File: config.mk
export PLATFORM = sky130hd
export DESIGN_NAME = sam_ctrl
export DESIGN_NICKNAME = d
export VERILOG_FILES = /design/src/rtl/sam_pkg.sv /design/src/rtl/sam_ctrl.sv
export SDC_FILE = /design/constraint.sdc
export NUM_CORES = 1
export LEC_CHECK = 0
export ABC_CLOCK_PERIOD_IN_PS = 1500
export BUFFER_PORTS_ARGS = -buffer_cell sky130_fd_sc_hd__buf_2
export CAP_MARGIN = 20
export CORE_AREA = 2 2 39 41
export DETAILED_ROUTE_END_ITERATION = 6
export DIE_AREA = 0 0 41 43
export PLACE_DENSITY = 0.67
export SYNTH_ARGS = -nofsm -noshare
export SYNTH_HDL_FRONTEND = slang
export SYNTH_SLANG_ARGS = --single-unit
export TNS_END_PERCENT = 5
File: constraint.sdc
create_clock -name i_clk -period 1.5 [get_ports i_clk]
set_input_delay 0.375 -clock i_clk [delete_from_list [all_inputs] [get_ports i_clk]]
set_output_delay 0.375 -clock i_clk [all_outputs]
set_load 0.05 [all_outputs]
File: src/rtl/sam_pkg.sv
// ----------------------------------------------------------------------------
// sam_pkg
// Shared types, codes and controller/datapath interface structs for the
// stack arithmetic machine.
// ----------------------------------------------------------------------------
`default_nettype none

package sam_pkg;

    localparam int WORD_W          = 64;
    localparam int OP_W            = 3;
    localparam int ST_W            = 3;
    localparam int DEPTH_W         = 5;
    localparam int DEF_STACK_DEPTH = 16;

    localparam logic [WORD_W-1:0] WORD_MIN = {1'b1, {(WORD_W-1){1'b0}}};

    typedef logic [OP_W-1:0] t_op;
    typedef logic [ST_W-1:0] t_status;

    localparam t_op OP_PUSH = 3'd0;
    localparam t_op OP_ADD  = 3'd1;
    localparam t_op OP_SUB  = 3'd2;
    localparam t_op OP_MUL  = 3'd3;
    localparam t_op OP_DIV  = 3'd4;

    localparam t_status ST_OK        = 3'd0;
    localparam t_status ST_UNDERFLOW = 3'd1;
    localparam t_status ST_OVERFLOW  = 3'd2;
    localparam t_status ST_DIVZERO   = 3'd3;
    localparam t_status ST_DIVOVF    = 3'd4;

    // Commands from the controller to the datapath
    typedef struct packed {
        logic    load_in;
        logic    rd_issue;
        logic    add_sub;
        logic    mul_start;
        logic    div_start;
        logic    commit;
        t_status status;
    } t_dp_cmd;

    // Status from the datapath to the controller
    typedef struct packed {
        t_op  op;
        logic full;
        logic few;
        logic div_zero;
        logic div_ovf;
        logic mul_done;
        logic div_done;
        logic out_free;
    } t_dp_stat;

    function automatic logic is_arith(t_op op);
        return (op == OP_ADD) || (op == OP_SUB) || (op == OP_MUL) || (op == OP_DIV);
    endfunction

endpackage

`default_nettype wire

File: src/rtl/sam_ctrl.sv
// ----------------------------------------------------------------------------
// sam_ctrl
// Sequencer: decodes one transaction, orders the stack read, the arithmetic
// unit and the commit, and picks the status code.
// ----------------------------------------------------------------------------
`default_nettype none

module sam_ctrl import sam_pkg::*; (
    input  wire logic     i_clk,
    input  wire logic     i_rst_n,
    input  wire logic     i_valid,
    output logic          o_stall,
    input  wire t_dp_stat i_stat,
    output t_dp_cmd       o_cmd
);

    typedef enum logic [2:0] {
        S_IDLE,
        S_DECODE,
        S_FETCH,
        S_MUL,
        S_DIV,
        S_COMMIT
    } t_state;

    t_state  r_state;
    t_status r_status;

    always_comb begin
        o_cmd        = '0;
        o_cmd.status = r_status;
        unique case (r_state)
            S_IDLE:   o_cmd.load_in  = i_valid;
            S_DECODE: o_cmd.rd_issue = is_arith(i_stat.op) && !i_stat.few;
            S_FETCH: begin
                o_cmd.add_sub   = (i_stat.op == OP_ADD) || (i_stat.op == OP_SUB);
                o_cmd.mul_start = i_stat.op == OP_MUL;
                o_cmd.div_start = (i_stat.op == OP_DIV) && !i_stat.div_zero
                                  && !i_stat.div_ovf;
            end
            S_COMMIT: o_cmd.commit = i_stat.out_free;
            default: ;
        endcase
    end

    assign o_stall = r_state != S_IDLE;

    always_ff @(posedge i_clk) begin
        if (!i_rst_n) begin
            r_state  <= S_IDLE;
            r_status <= ST_OK;
        end else begin
            unique case (r_state)
                S_IDLE: begin
                    if (i_valid) begin
                        r_state <= S_DECODE;
                    end
                end
                S_DECODE: begin
                    r_status <= ST_OK;
                    r_state  <= S_COMMIT;
                    priority if (i_stat.op == OP_PUSH) begin
                        if (i_stat.full) begin
                            r_status <= ST_OVERFLOW;
                        end
                    end else if (is_arith(i_stat.op)) begin
                        if (i_stat.few) begin
                            r_status <= ST_UNDERFLOW;
                        end else begin
                            r_state <= S_FETCH;
                        end
                    end else begin
                        r_status <= ST_OK;
                    end
                end
                S_FETCH: begin
                    r_state <= S_COMMIT;
                    priority if (i_stat.op == OP_MUL) begin
                        r_state <= S_MUL;
                    end else if (i_stat.op == OP_DIV) begin
                        priority if (i_stat.div_zero) begin
                            r_status <= ST_DIVZERO;
                        end else if (i_stat.div_ovf) begin
                            r_status <= ST_DIVOVF;
                        end else begin
                            r_state <= S_DIV;
                        end
                    end else begin
                        r_state <= S_COMMIT;
                    end
                end
                S_MUL: begin
                    if (i_stat.mul_done) begin
                        r_state <= S_COMMIT;
                    end
                end
                S_DIV: begin
                    if (i_stat.div_done) begin
                        r_state <= S_COMMIT;
                    end
                end
                S_COMMIT: begin
                    if (i_stat.out_free) begin
                        r_state <= S_IDLE;
                    end
                end
                default: r_state <= S_IDLE;
            endcase
        end
    end

endmodule

`default_nettype wire

==> impl_metrics.env <==
export IMPL_status="finished with violations"
export IMPL_violations="negative setup slack"
export IMPL_ios=23
export IMPL_grt_pass1_vias=571
export IMPL_synth_cell_types=37
export IMPL_power_per_cell_area_mw_per_mm2=1110
export IMPL_path_class="flip-flop to output port"
export IMPL_grtUsageTotal_pct=20.8
export IMPL_fin_crit_ps=1750
export IMPL_worst_ep_required_time_ps=1120
export IMPL_numCtsBuffers=3
export IMPL_grt_start_max_net_pins=14
export IMPL_grt_ovfl_total=0
export IMPL_synthArstFlopShare_pct=0
export IMPL_routed_via_density=5.47
export IMPL_critical_path_arrival_ps=1370
export IMPL_die_h_microns=43
export IMPL_synth_avg_cell_area_sq_um=7.54
export IMPL_drtPass1Iterations=3
export IMPL_cts_buffer_depth=2
export IMPL_placed_area_sq_um=751
export IMPL_port_buffers=22
export IMPL_dieArea_sq_mm=0.00176
export IMPL_drcViolationCount=0
export IMPL_synth_most_common_cell="nor2_1"
export IMPL_drt_iter0_drc=9
export IMPL_dp_hpwl_microns=1160
export IMPL_gp_congestion=0.808
export IMPL_drive_above_1_share_pct=54.0
export IMPL_rows=14
export IMPL_cts_root_buf="clkbuf_4"
export IMPL_grt_pass1_wl_microns=2440
export IMPL_start_util_pct=36.5
export IMPL_htreeDepth=1
export IMPL_fmaxAchievable_mhz=573
export IMPL_ant_nets=0
export IMPL_place_ws_ps=-233
export IMPL_relSlewSlack_pct=66.9
export IMPL_routed_wl_microns=1510
export IMPL_worstSetupStartpointType="flip-flop"
export IMPL_post_drt_wl_per_cell_microns=13.0
export IMPL_p_leak_nw=0.383
export IMPL_antenna_found_initial=0
export IMPL_synthesis_area_sq_um=505
export IMPL_finalNonFillerCells=116
export IMPL_ys_seq_area_share_pct=23.8
export IMPL_slew_violations=0
export IMPL_ys_top_cells_by_count="nor2_1 (7), dfxtp_1 (6), o21ai_0 (5)"
export IMPL_ir_drop_v=0.000563
export IMPL_netlist_instances=67
export IMPL_rsz0062_at_grt="true"
export IMPL_finish_utilization_pct=62.3
export IMPL_placedCellCount=113
export IMPL_worst_hold_path_type="input pin to flip-flop"
export IMPL_finClkSkew_ps=0.746
export IMPL_rrSetupSlack_ps=-110
export IMPL_final_area_sq_um=862
export IMPL_diodes=0
export IMPL_nFillCells=140
export IMPL_cp_cell_sequence="or3b_4 > nor3_4 > buf_6"
export IMPL_setup_slack_ps=-245
export IMPL_hold_ws_ps=447
export IMPL_path_max_fanout=4
export IMPL_routed_via_count=634
export IMPL_fin_nets=115
export IMPL_cts_setup_buffers=0
export IMPL_min_period_over_period_pct=116
export IMPL_syn_to_final_growth_pct=70.5
export IMPL_clk_pin_slew_ps=40
export IMPL_fp_dieW_microns=41
export IMPL_setup_viol=9
export IMPL_drv_cap=0
export IMPL_cp_end_kind="output port"
export IMPL_yosysWarnings=0
export IMPL_crit_slowest_cell="or3b_4"
export IMPL_tightest_slew_ps=490
export IMPL_tritoncts="done"
export IMPL_synth_seq_cells=6
export IMPL_final_hold_viol_count=0
export IMPL_core_area_sq_mm=0.00138
export IMPL_ys_flop_type="dfxtp_1"
export IMPL_yosysTopAreaCellShare_pct=23.8
export IMPL_synth_edf_count=0
export IMPL_syn_nets=80
export IMPL_max_stage_delay_ps=450
export IMPL_synth_largest_area_cell="dfxtp_1"
export IMPL_clkSinkCount=6
export IMPL_clock_latency_ps=240
export IMPL_synth_area_leaders="dfxtp_1 (24%), nor2_1 (5.2%), o21ai_0 (5.0%), nor3_1 (4.0%), a31oi_1 (3.7%)"
## worst max-delay path: cells and delay by family, from the launching register on
family | cells | cell delay, ps
buffers and inverters | 1 | 180
AND/OR/NAND/NOR | 2 | 630
flip-flops | 1 | 320
## kinds of logic (layout without fill, tap and decap cells)
group                     Yosys count  after routing  share of synthesized area (%)
xor gates and xnor gates            2              2                           3.47
and+or+nand+nor                    31             31                           37.6
DFF                                 6              6                           23.8
muxes                               1              1                           1.98
AOI/OAI and AO/OA                  18             18                           25.7
buffers and inverters               9             42                           7.42
## worst paths after layout
check	from	endpoint	cells past startpoint
worst max-delay path	r_state[0]$_SDFFE_PN0P_	o_cmd[6]	3
worst min-delay path	i_rst_n	r_state[1]$_SDFFE_PN0P_	2
worst max register to register	r_state[2]$_SDFFE_PN0P_	r_state[0]$_SDFFE_PN0P_	5
worst min register to register	r_status[0]$_SDFFE_PN0P_	r_status[0]$_SDFFE_PN0P_	2
## stage by stage
| step | TNS [ps] | power [mW] |
|---|---|---|
| CTS | -1530 | 0.917 |
| global placement | -1080 | 0.712 |
| global route | -1920 | 1.03 |
| detailed placement | -1180 | 0.724 |
| finish | -1420 | 0.953 |
| floorplan | -1670 | 0.565 |
## registers in the layout, indices dropped and copies added (netlist names)
| register | flops |
|---|---|
| r_status | 3 |
| r_state | 3 |
## cell type report
cell class | count | area (sq um) | share of cell area, %
Sequential cell | 6 | 124 | 14.4
Inverter | 4 | 15.0 | 1.74
Clock buffer | 3 | 22.5 | 2.61
Multi-Input combinational cell | 52 | 420 | 48.8
Tap cell | 16 | 20.0 | 2.32
Timing Repair Buffer | 35 | 260 | 30.2
## placed cells by master, fill, tap and decap left out, drive strengths merged, types with 2 or more instances in the layout
cell and instances:
nor3 5, clkbuf 3, xnor2 2, a31oi 3, buf 35, o21ai 5, or3b 2, nand2b 2
dfxtp 6, and2 2, nor2 7, nand2 2, inv 4
## layer usage
metal,up-vias,GRT usage [%],wire [microns]
li1,322,-,-
met1,293,24.8,635
met2,19,35.0,798
met3,0,4.71,78
met4,0,6.00,0
met5,-,0,0
## power breakdown
part | switching (mW) | internal, mW
Combinational | 0.342 | 0.260
Clock | 0.0530 | 0.0901
Sequential | 0.0161 | 0.192
## repair_timing
action | in CTS | in global routing
hold buffers | 0 | 0
endpoints found under the setup margin | 10 | 10
pin swaps | 3 | 1
resized for setup | 17 | 10
No activity file was read; power rests on OpenSTA's default activity.
